`config.mk`:
```
export PLATFORM = sky130hd
export DESIGN_NAME = code_group_set_match
export DESIGN_NICKNAME = d
export VERILOG_FILES = /design/src/design/cgsm_pkg.sv /design/src/design/code_group_set_match.sv /design/src/design/cgsm_sequencer.sv /design/src/design/cgsm_datapath.sv
export SDC_FILE = /design/constraint.sdc
export NUM_CORES = 2
export LEC_CHECK = 0
export BUFFER_PORTS_ARGS = -buffer_cell sky130_fd_sc_hd__buf_4
export CAP_MARGIN = 30
export CELL_PAD_IN_SITES_DETAIL_PLACEMENT = 1
export CELL_PAD_IN_SITES_GLOBAL_PLACEMENT = 1
export CORE_ASPECT_RATIO = 0.5
export CORE_MARGIN = 2
export CORE_UTILIZATION = 30
export DETAILED_ROUTE_END_ITERATION = 10
export PLACE_DENSITY_LB_ADDON = 0.1
export SYNTH_ARGS = -nofsm -noshare
export SYNTH_HDL_FRONTEND = slang
export SYNTH_SLANG_ARGS = --single-unit
```
`constraint.sdc`:
```
create_clock -name clk -period 5.2 [get_ports clk]
set_input_delay 0.26 -clock clk [delete_from_list [all_inputs] [get_ports clk]]
set_output_delay 0.26 -clock clk [all_outputs]
set_load 0.05 [all_outputs]
```
`src/design/cgsm_pkg.sv`:
```
// ----------------------------------------------------------------------------
// cgsm_pkg
// Shared types, constants and the microcode table of the code group set
// matcher: table geometry, request commands, control word layout and program.
// ----------------------------------------------------------------------------
package cgsm_pkg;

	// Table geometry
	localparam int TABLE_DEPTH = 256;
	localparam int IDX_W       = $clog2(TABLE_DEPTH);
	localparam int CNT_W       = IDX_W + 1;
	localparam int CODE_W      = 16;
	localparam int CMD_W       = 2;
	localparam int STEP_W      = 2;

	// Request commands
	localparam logic [CMD_W-1:0] CMD_APPEND = 2'd0;
	localparam logic [CMD_W-1:0] CMD_CLEAR  = 2'd1;
	localparam logic [CMD_W-1:0] CMD_QUERY  = 2'd2;

	typedef logic [STEP_W-1:0] step_t;

	// Program addresses
	localparam step_t STEP_IDLE    = 2'd0;
	localparam step_t STEP_CHECK   = 2'd1;
	localparam step_t STEP_COMPARE = 2'd2;
	localparam step_t STEP_FINISH  = 2'd3;

	// Datapath operations
	typedef enum logic [1:0] {
		OP_ACCEPT = 2'd0,  // take a request, run append/clear or load the search
		OP_READ   = 2'd1,  // latch mid and read the probed entry
		OP_NARROW = 2'd2,  // compare probe, record a hit or narrow the span
		OP_REPORT = 2'd3   // latch the hit flag as result; strobe done on the last code
	} op_t;

	// Jump conditions
	typedef enum logic [1:0] {
		COND_ALWAYS      = 2'd0,
		COND_QUERY_START = 2'd1,
		COND_SPAN_EMPTY  = 2'd2,
		COND_MATCH       = 2'd3
	} cond_t;

	typedef struct packed {
		op_t   op;
		cond_t cond;
		step_t on_true;
		step_t on_false;
		logic  busy;
	} ucode_t;

	// Control from sequencer to datapath
	typedef struct packed {
		op_t  op;
		logic busy;
	} ctrl_t;

	// Status from datapath to sequencer
	typedef struct packed {
		logic query_start;
		logic span_empty;
		logic match;
	} status_t;

	// Microcode read-only table
	function automatic ucode_t ucode_rom(input step_t step);
		ucode_t w;
		unique case (step)
			STEP_IDLE:    w = '{OP_ACCEPT, COND_QUERY_START, STEP_CHECK,  STEP_IDLE,    1'b0};
			STEP_CHECK:   w = '{OP_READ,   COND_SPAN_EMPTY,  STEP_FINISH, STEP_COMPARE, 1'b1};
			STEP_COMPARE: w = '{OP_NARROW, COND_MATCH,       STEP_FINISH, STEP_CHECK,   1'b1};
			STEP_FINISH:  w = '{OP_REPORT, COND_ALWAYS,      STEP_IDLE,   STEP_IDLE,    1'b1};
			default:      w = '{OP_ACCEPT, COND_ALWAYS,      STEP_IDLE,   STEP_IDLE,    1'b0};
		endcase
		return w;
	endfunction

endpackage

```
`src/design/code_group_set_match.sv`:
```
// Append, clear and unused commands complete in the accept step; busy stays low.
// A query holds busy while it probes the table and reports; a hit ends the probes early.
// There are at most 9 probes for 256 entries; a probe is a read and a compare.
// The next request is taken on the first cycle busy is low again; the result of
// a group's last code strobes on done in that same cycle, and the receiver cannot stall it.
// Reset (arst_n low) empties the table count, clears the group hit flag and idles.
// ----------------------------------------------------------------------------
// code_group_set_match
// Code table, to be appended in ascending signed order by the user (the block does not
// sort it), with binary-search membership test over query groups, controlled by a
// microcoded sequencer driving a plain datapath.
module code_group_set_match (
	input  logic                                clk,
	input  logic                                arst_n,
	input  logic                                start,
	output logic                                busy,
	input  logic [cgsm_pkg::CMD_W-1:0]          cmd,
	input  logic signed [cgsm_pkg::CODE_W-1:0]  code_value,
	input  logic                                last_code,
	output logic                                done,
	output logic                                any_found
);
	import cgsm_pkg::*;

	ctrl_t   ctrl;
	status_t status;

	// Program sequencer
	cgsm_sequencer u_seq (
		.clk    (clk),
		.arst_n (arst_n),
		.status (status),
		.ctrl   (ctrl)
	);

	// Table and search datapath
	cgsm_datapath u_dp (
		.clk        (clk),
		.arst_n     (arst_n),
		.ctrl       (ctrl),
		.start      (start),
		.cmd        (cmd),
		.code_value (code_value),
		.last_code  (last_code),
		.status     (status),
		.done       (done),
		.any_found  (any_found)
	);

	assign busy = ctrl.busy;

endmodule

```
`src/design/cgsm_sequencer.sv`:
```
// ----------------------------------------------------------------------------
// cgsm_sequencer
// Step counter over the microcode table; evaluates the jump condition of the
// current control word against datapath status and picks the next step.
// ----------------------------------------------------------------------------
module cgsm_sequencer (
	input  logic             clk,
	input  logic             arst_n,
	input  cgsm_pkg::status_t status,
	output cgsm_pkg::ctrl_t   ctrl
);
	import cgsm_pkg::*;

	step_t  pc_q;
	step_t  pc_next;
	ucode_t word;
	logic   taken;

	// Fetch and decode the current control word
	always_comb begin
		word = ucode_rom(pc_q);
		unique case (word.cond)
			COND_ALWAYS:      taken = 1'b1;
			COND_QUERY_START: taken = status.query_start;
			COND_SPAN_EMPTY:  taken = status.span_empty;
			COND_MATCH:       taken = status.match;
			default:          taken = 1'b1;
		endcase
		pc_next   = taken ? word.on_true : word.on_false;
		ctrl.op   = word.op;
		ctrl.busy = word.busy;
	end

	// Advance the step counter
	always_ff @(posedge clk or negedge arst_n) begin
		if (!arst_n) begin
			pc_q <= STEP_IDLE;
		end else begin
			pc_q <= pc_next;
		end
	end

endmodule

```
`src/design/cgsm_datapath.sv`:
```
// ----------------------------------------------------------------------------
// cgsm_datapath
// Table memory, entry count, search bounds and group hit flag, driven one
// operation per cycle by the sequencer's control word.
// ----------------------------------------------------------------------------
module cgsm_datapath (
	input  logic                                clk,
	input  logic                                arst_n,
	input  cgsm_pkg::ctrl_t                     ctrl,
	input  logic                                start,
	input  logic [cgsm_pkg::CMD_W-1:0]          cmd,
	input  logic signed [cgsm_pkg::CODE_W-1:0]  code_value,
	input  logic                                last_code,
	output cgsm_pkg::status_t                   status,
	output logic                                done,
	output logic                                any_found
);
	import cgsm_pkg::*;

	logic signed [CODE_W-1:0] mem [TABLE_DEPTH];
	logic signed [CODE_W-1:0] rdata_q;
	logic signed [CODE_W-1:0] code_q;
	logic                     last_q;
	logic [CNT_W-1:0]         count_q;
	logic [CNT_W-1:0]         lo_q;
	logic [CNT_W-1:0]         hi_q;
	logic [IDX_W-1:0]         mid_q;
	logic                     hit_q;
	logic                     done_q;
	logic                     found_q;
	logic [CNT_W:0]           span_sum;
	logic [IDX_W-1:0]         mid_next;
	logic                     full;
	logic                     take;

	// Midpoint of the half-open span and status for the sequencer
	always_comb begin
		span_sum           = {1'b0, lo_q} + {1'b0, hi_q};
		mid_next           = span_sum[IDX_W:1];
		full               = (count_q == CNT_W'(TABLE_DEPTH));
		take               = (ctrl.op == OP_ACCEPT) && start;
		status.query_start = take && (cmd == CMD_QUERY);
		status.span_empty  = (lo_q >= hi_q);
		status.match       = (rdata_q == code_q);
	end

	// Table memory: append write and probe read
	always_ff @(posedge clk) begin
		if (take && (cmd == CMD_APPEND) && !full) begin
			mem[count_q[IDX_W-1:0]] <= code_value;
		end
		if (ctrl.op == OP_READ) begin
			rdata_q <= mem[mid_next];
		end
	end

	// Search payload: code, group flag, bounds, result value
	always_ff @(posedge clk) begin
		unique case (ctrl.op)
			OP_ACCEPT: begin
				if (status.query_start) begin
					code_q <= code_value;
					last_q <= last_code;
					lo_q   <= '0;
					hi_q   <= count_q;
				end
			end
			OP_READ: begin
				mid_q <= mid_next;
			end
			OP_NARROW: begin
				if (!status.match) begin
					if (rdata_q > code_q) begin
						hi_q <= {1'b0, mid_q};
					end else begin
						lo_q <= {1'b0, mid_q} + CNT_W'(1);
					end
				end
			end
			OP_REPORT: begin
				found_q <= hit_q;
			end
			default: begin
			end
		endcase
	end

	// Control state: entry count, group hit flag, result strobe
	always_ff @(posedge clk or negedge arst_n) begin
		if (!arst_n) begin
			count_q <= '0;
			hit_q   <= 1'b0;
			done_q  <= 1'b0;
		end else begin
			done_q <= 1'b0;
			unique case (ctrl.op)
				OP_ACCEPT: begin
					if (take) begin
						unique case (cmd)
							CMD_APPEND: begin
								if (!full) begin
									count_q <= count_q + CNT_W'(1);
								end
							end
							CMD_CLEAR: count_q <= '0;
							default: begin
							end
						endcase
					end
				end
				OP_NARROW: begin
					if (status.match) begin
						hit_q <= 1'b1;
					end
				end
				OP_REPORT: begin
					if (last_q) begin
						done_q <= 1'b1;
						hit_q  <= 1'b0;
					end
				end
				default: begin
				end
			endcase
		end
	end

	assign done      = done_q;
	assign any_found = found_q;

endmodule
```
; ---- After elaboration in Yosys (flattened, before gate mapping)
; Memories as Yosys holds them, arrays and structs flattened. A register that Yosys moved wholly into a read port is not among the register bits.
; Cells that the tools add are included.
[classes]
addsub = 3
multipliers = 0
div_mod_pow = 0
order_cmp = 2
n_eq_ne = 20
shift = 0
mux = 20
bitwise_logic = 0
n_reduce_logical = 17
[op_table]
columns = cell, n
row1 = 9-bit 2-to-1 mux, 7
row2 = 9-bit one-hot mux with 2 select lines, 3
row3 = 9-bit one-hot mux with 4 select lines, 1
row4 = 16-bit == test, 1
row5 = 16-bit > comparator, 1
row6 = "2-bit == test, second input constant", 7
row7 = 4-bit AND reduction, 3
row8 = "2-bit inequality test, second input constant", 5
row9 = "8-bit by 1-bit adder with 9-bit output, second input constant", 1
row10 = "9-bit by 1-bit adder with 9-bit output, second input constant", 1
row11 = 9-bit adder, 1
row12 = "9-bit == test, second input constant", 1
row13 = 9-bit >= comparator, 1
row14 = "2-bit by 1-bit == test with 1-bit output, second input constant", 4
row15 = 2-bit logical NOT, 4
row16 = 1-bit 2-to-1 mux, 6
row17 = 2-bit nonzero test, 3
row18 = 1-bit logical AND, 4
row19 = "2-bit by 1-bit inequality test with 1-bit output, second input constant", 2
row20 = 1-bit one-hot mux with 4 select lines, 1
row21 = 3-bit AND reduction, 1
row22 = 2-bit 2-to-1 mux, 1
row23 = 1-bit one-hot mux with 2 select lines, 1
row24 = 2-bit AND reduction, 1
row25 = 1-bit logical NOT, 1
[word_totals]
register_bits = 57
latch_bits = 0
ramBits = 4096
romBits = 0
output_inout_bits = 3
elab_cells = 73
memories = 1
[memory_table]
columns = name, words, word_bits, read_ports, rd_clocked_by_memory_dff, write_ports, line_no
row1 = u_dp.mem, 256, 16, 1, 1, 1, cgsm_datapath.sv:20  ; logic signed [CODE_W-1:0] mem [TABLE_DEPTH];

; ---- Logic depth before layout (Yosys ltp)
[logic_depth]
ltp_word = 8
mapped_depth = 13

; ---- Cells and area by module
; Synthesis repeated with hierarchy kept, for this count alone.
[unflattened]
cells_unflattened = 6571
hier_area_um2 = 160692.9
[modules_own_cells]
columns = mod, n_inst, cells_each, area_each_um2, seq_area_each_um2
row1 = cgsm_datapath, 1, 6552, 160488.9, 125075.0
row2 = cgsm_sequencer, 1, 19, 203.9, 50.0

; ---- Least setup slack after synthesis
; Ideal clock, no wire load.
[synth_timing]
path_type = register -> register
startpoint = reg u_dp.hi_q[0]
endpoint = reg u_dp.rdata_q[6] (read register of u_dp.mem) (data pin)
setup_ps = 277
arrival_ps = 3318
slack_ps = 1604
stages_incl_launch_ff = 12
synth_period_minus_slack_ps = 3596
path_cell_list = edfxtp_1 ha_1 fa_1 buf_4 buf_2 clkbuf_1 mux4_2 mux4_2 mux2i_1 mux2i_1 mux2i_1 mux2i_1
[synth_via]
elab_chain_len = 1
[synth_lines]
columns = element, line_no
row1 = from (decl), cgsm_datapath.sv:26  ; logic [CNT_W-1:0] hi_q;
row2 = from (signal assigned), cgsm_datapath.sv:65  ; hi_q <= count_q;
row3 = from (signal assigned), cgsm_datapath.sv:74  ; hi_q <= {1'b0, mid_q};
row4 = 9-bit adder, cgsm_datapath.sv:38  ; span_sum = {1'b0, lo_q} + {1'b0, hi_q};
row5 = net u_dp.span_sum[1], cgsm_datapath.sv:31  ; logic [CNT_W:0] span_sum;
row6 = to (decl), cgsm_datapath.sv:21  ; logic signed [CODE_W-1:0] rdata_q;
; The timed path passes the listed nets, and every way through them passes these cells.
; A chain may end at the register's enable or synchronous reset.

; ---- Worst setup path after layout
[layout_timing]
startpoint = reg u_dp.hi_q[0]
endpoint = reg u_dp.rdata_q[15] (read register of u_dp.mem) (data pin)
; Same word-level chain as after synthesis.

==> impl_results.md <==
* Clock power share at 0.263
* Part of the power in combinational logic at 0.414
* Total Wirelength at 490000 µm
* DRC at 0
* Startpoint Class: flip-flop
* H-Tree Depth at 5
* Outcome: finished clean
* Initial antenna violation count at 30
* Worst path cell trace: ha_1 -> fa_4 -> buf_12 -> buf_12 -> buf_4 -> mux4_2 -> mux4_2 -> mux2i_1 -> buf_4 -> mux2i_1 -> mux2i_1 -> buf_6 -> mux2i_1
* CP max FO at 20
* Crit-path leading delay family: multiplexers
* Synth warn at 0
* Part of the power in registers at 0.323
* Root Buffer: clkbuf_16
* Clk Latency, worst-skew pair at 1.03 ns
* Total power at 0.116 W
* Initial core utilization at 0.301
* 1st-iter DRT viols at 7454
* PD cells at 616 nW/µm²
* Min-Delay Path Class: in -> reg
* WL/cell at 33.1 µm
* Maximum number of pins on one net before global-route repair at 191
* Vias in the first global route at 79200
* Clock sinks at 4169
* Most frequent CP cell: mux2i_1
* Worst Setup Slack, final at 0.0963 ns
* I/O pins at 25
* Overflow after GRT at 0
* Top post-synthesis cells by area: edfxtp_1 78%, mux4_2 18%, mux2i_1 1.5%
* Via density at 4.99
* Min Tclk post-route at 5.10 ns
* Die area at 542000 µm²
* Via count at 73900
* Met1 Usage GRT at 0.253
* First-pass GRT wire length at 673000 µm
* Pre-CTS WS at -0.334 ns
* CP max stage delay at 0.83 ns
* Area leader, netlist: edfxtp_1
* Switching Share at 0.344
* Final Max Slew Viols at 0
* Total CTS buffers at 410
* Buffers and inverters on the worst path at 5
* Crit path kind: reg -> reg
* Critical path arrival at 5.83 ns
* Synth unique cells at 44
* Filler Cell Count at 50700
* Ys async rst share at 0.00312
* Gpl congestion at 0.747
* Most common cell in the netlist: edfxtp_1
* Int Pwr at 0.0763 W
* NetSw at 0.0400 W
* Nets@finish at 7401
* Clock Tree Buf Depth at 4
* # setup viols final at 0
* Worst-Margin Slew at 1.21 ns
* Seq cells post-synth at 4169
* Area fraction of the dominant cell type after synthesis at 0.776
* Mean Syn Cell Area at 24.4 µm²
* Total track usage at 0.178
* Crit share post-route at 0.981
* Crit-path slowest cell: fa_4
* P_leak at 58.8 nW
* CTS tree: yes
* Final Hold Vio Count at 0
* DR pass1 iterations at 7
* Slew headroom at 0.195
* Met2 Use GR at 0.295
* Worst vdd ir at 0.000460 V
* Crit path capture type: flip-flop
* Clock transition at path regs at 0.06 ns
* Antenna Violating Nets Remaining at 0
* Seq/Total Area, Yosys at 0.778
* Syn Inst Count at 6579
* Ys flop type: edfxtp_1
* Post-synth EDFFs at 4156
* Commonest cells in the netlist: 4156 x edfxtp_1, 1280 x mux4_2, 272 x nor2_1
* Core ar. at 535000 µm²
* Syn nets at 6646
* Port bufs at 24
* GR Layer Usage met3 at 0.0285
* Mapped Area at 161000 µm²
* Die height at 522 µm
* Clock skew at 0.0539 ns
* Chip Width at 1040 µm
* Layout cell share with drive strength beyond 1 at 0.353
* Max Clk Rate at 196 MHz
* RSZ-0062 raised after global routing: yes
* Max_cap viols at 0
* Std-Cell Rows at 190
* Area Growth Syn to Fin at 17.5%
* Req. time, crit path at 5.93 ns
* DP HPWL at 291000 µm
* GR peak layer: met2
-- path summary, 6_finish.rpt --
kind,from,to,slack [ns],depth (start not counted)
worst min register to register,u_dp.hit_q$_DFFE_PN0P_,u_dp.any_found$_DFFE_PP_,0.47,0
min in group asynchronous,arst_n,u_dp.done$_DFF_PN0_,0.40,3
worst min-delay path,cmd[0],u_dp.count_q[0]$_DFFE_PN0P_,0.22,4
max in group asynchronous,arst_n,u_dp.count_q[6]$_DFFE_PN0P_,4.29,3
worst max-delay path,u_dp.hi_q[0]$_DFFE_PP_,u_dp.rdata_q[15]$_DFFE_PN_,0.1,13
worst max register to register,u_dp.hi_q[0]$_DFFE_PP_,u_dp.rdata_q[15]$_DFFE_PN_,0.1,13
-- stage by stage --
step	instance area, µm²	hold WS, ns	setup TNS (ns)	utilization	instances
floorplan	161000	-0.0356	0	-	6579
global route	189000	0.216	-0.318	0.353	14800
CTS	189000	0.125	0	0.353	14800
finish	189000	0.222	0	0.353	14800
detailed placement	175000	0.140	-2.10	0.327	14000
global placement	175000	0.134	-4.59	0.326	14000
-- power groups by stage --
stage / clock (W) / sequential [W] / combinational (W)
final: 0.0305 / 0.0376 / 0.0481
after global placement: 0 / 0.0383 / 0.0487
after detailed placement: 0 / 0.0383 / 0.0492
after floorplan: 0 / 0.0381 / 0.0263
after global routing: 0.0325 / 0.0376 / 0.0508
after CTS: 0.0314 / 0.0376 / 0.0496
-- tightest hold or removal path, stage by stage --
cell and delay [ns]:
dlygate4sd3_1 0.54, buf_4 0.15, nand2b_1 0.15, o21ai_0 0.09
-- layout make-up --
cell class,instances,area [µm²],share of cell area
flip-flops and latches,4169,125000,0.663
multi-input cells,2020,34400,0.182
clock buffers,490,10800,0.0571
well taps,7104,8890,0.0471
repair buffers,691,6700,0.0355
clock inverters,256,2660,0.0141
inverters,42,158,0.000835
diodes,24,60.1,0.000318
-- placed cells by master (no fill, tap or decap), types with 11 or more instances in the layout --
| cell | synthesis | layout |
|---|---|---|
| dlygate4sd3_1 | 0 | 26 |
| dfrtp_1 | 13 | 13 |
| mux2i_1 | 241 | 234 |
| diode_2 | 0 | 24 |
| edfxtp_1 | 4156 | 4156 |
| nor2_2 | 0 | 132 |
| nand3_1 | 14 | 13 |
| inv_1 | 42 | 42 |
| nand2_2 | 0 | 16 |
| clkinvlp_4 | 0 | 11 |
| bufinv_16 | 0 | 51 |
| clkinv_1 | 0 | 93 |
| nand2_1 | 44 | 28 |
| a21oi_1 | 18 | 18 |
| clkbuf_1 | 125 | 68 |
| o21ai_0 | 17 | 17 |
| buf_4 | 3 | 542 |
| clkinv_2 | 0 | 78 |
| ha_1 | 44 | 43 |
| clkbuf_16 | 0 | 420 |
| nor2_1 | 272 | 140 |
| buf_12 | 0 | 91 |
| buf_8 | 0 | 20 |
| mux4_2 | 1280 | 1280 |
-- flip-flops by register name (all words and copies together) (netlist names) --
register / cells
u_dp.last_q: 1
u_dp.rdata_q: 16
u_dp.any_found: 1
u_dp.hit_q: 1
u_seq.pc_q: 2
u_dp.code_q: 16
u_dp.done: 1
u_dp.mem: 4096
u_dp.mid_q: 8
u_dp.lo_q: 9
u_dp.hi_q: 9
u_dp.count_q: 9
-- cell families (layout without fill, tap and decap cells) --
kind of cell               Yosys count  after routing  share of synthesized area
muxes                             1526           1526                      0.195
adders and majority gates           45             45                    0.00355
DFF                               4169           4169                      0.778
and+or+nand+nor                    379            379                    0.00971
other                                0             24                          0
xor gates and xnor gates            14             14                   0.000903
AOI/OAI and AO/OA                   56             56                    0.00214
buffers and inverters              390           1479                     0.0106
-- routing by layer --
metal	share of wire	up-vias
met4	0.016	0
li1	-	29900
met1	0.45	41900
met5	0	-
met3	0.048	464
met2	0.48	1655
-- timing repair --
| item | 4_1_cts | 5_1_grt |
|---|---|---|
| setup buffers | 2 | 0 |
| hold endpoints to repair | 1599 | 0 |
| hold buffers | 26 | 0 |
| pin swaps | 1 | 0 |
| endpoints found under the setup margin | 12 | 24 |
| cloned | 0 | 1 |
| resized for setup | 10 | 13 |
Note: power is estimated with default switching activity, not from simulation.
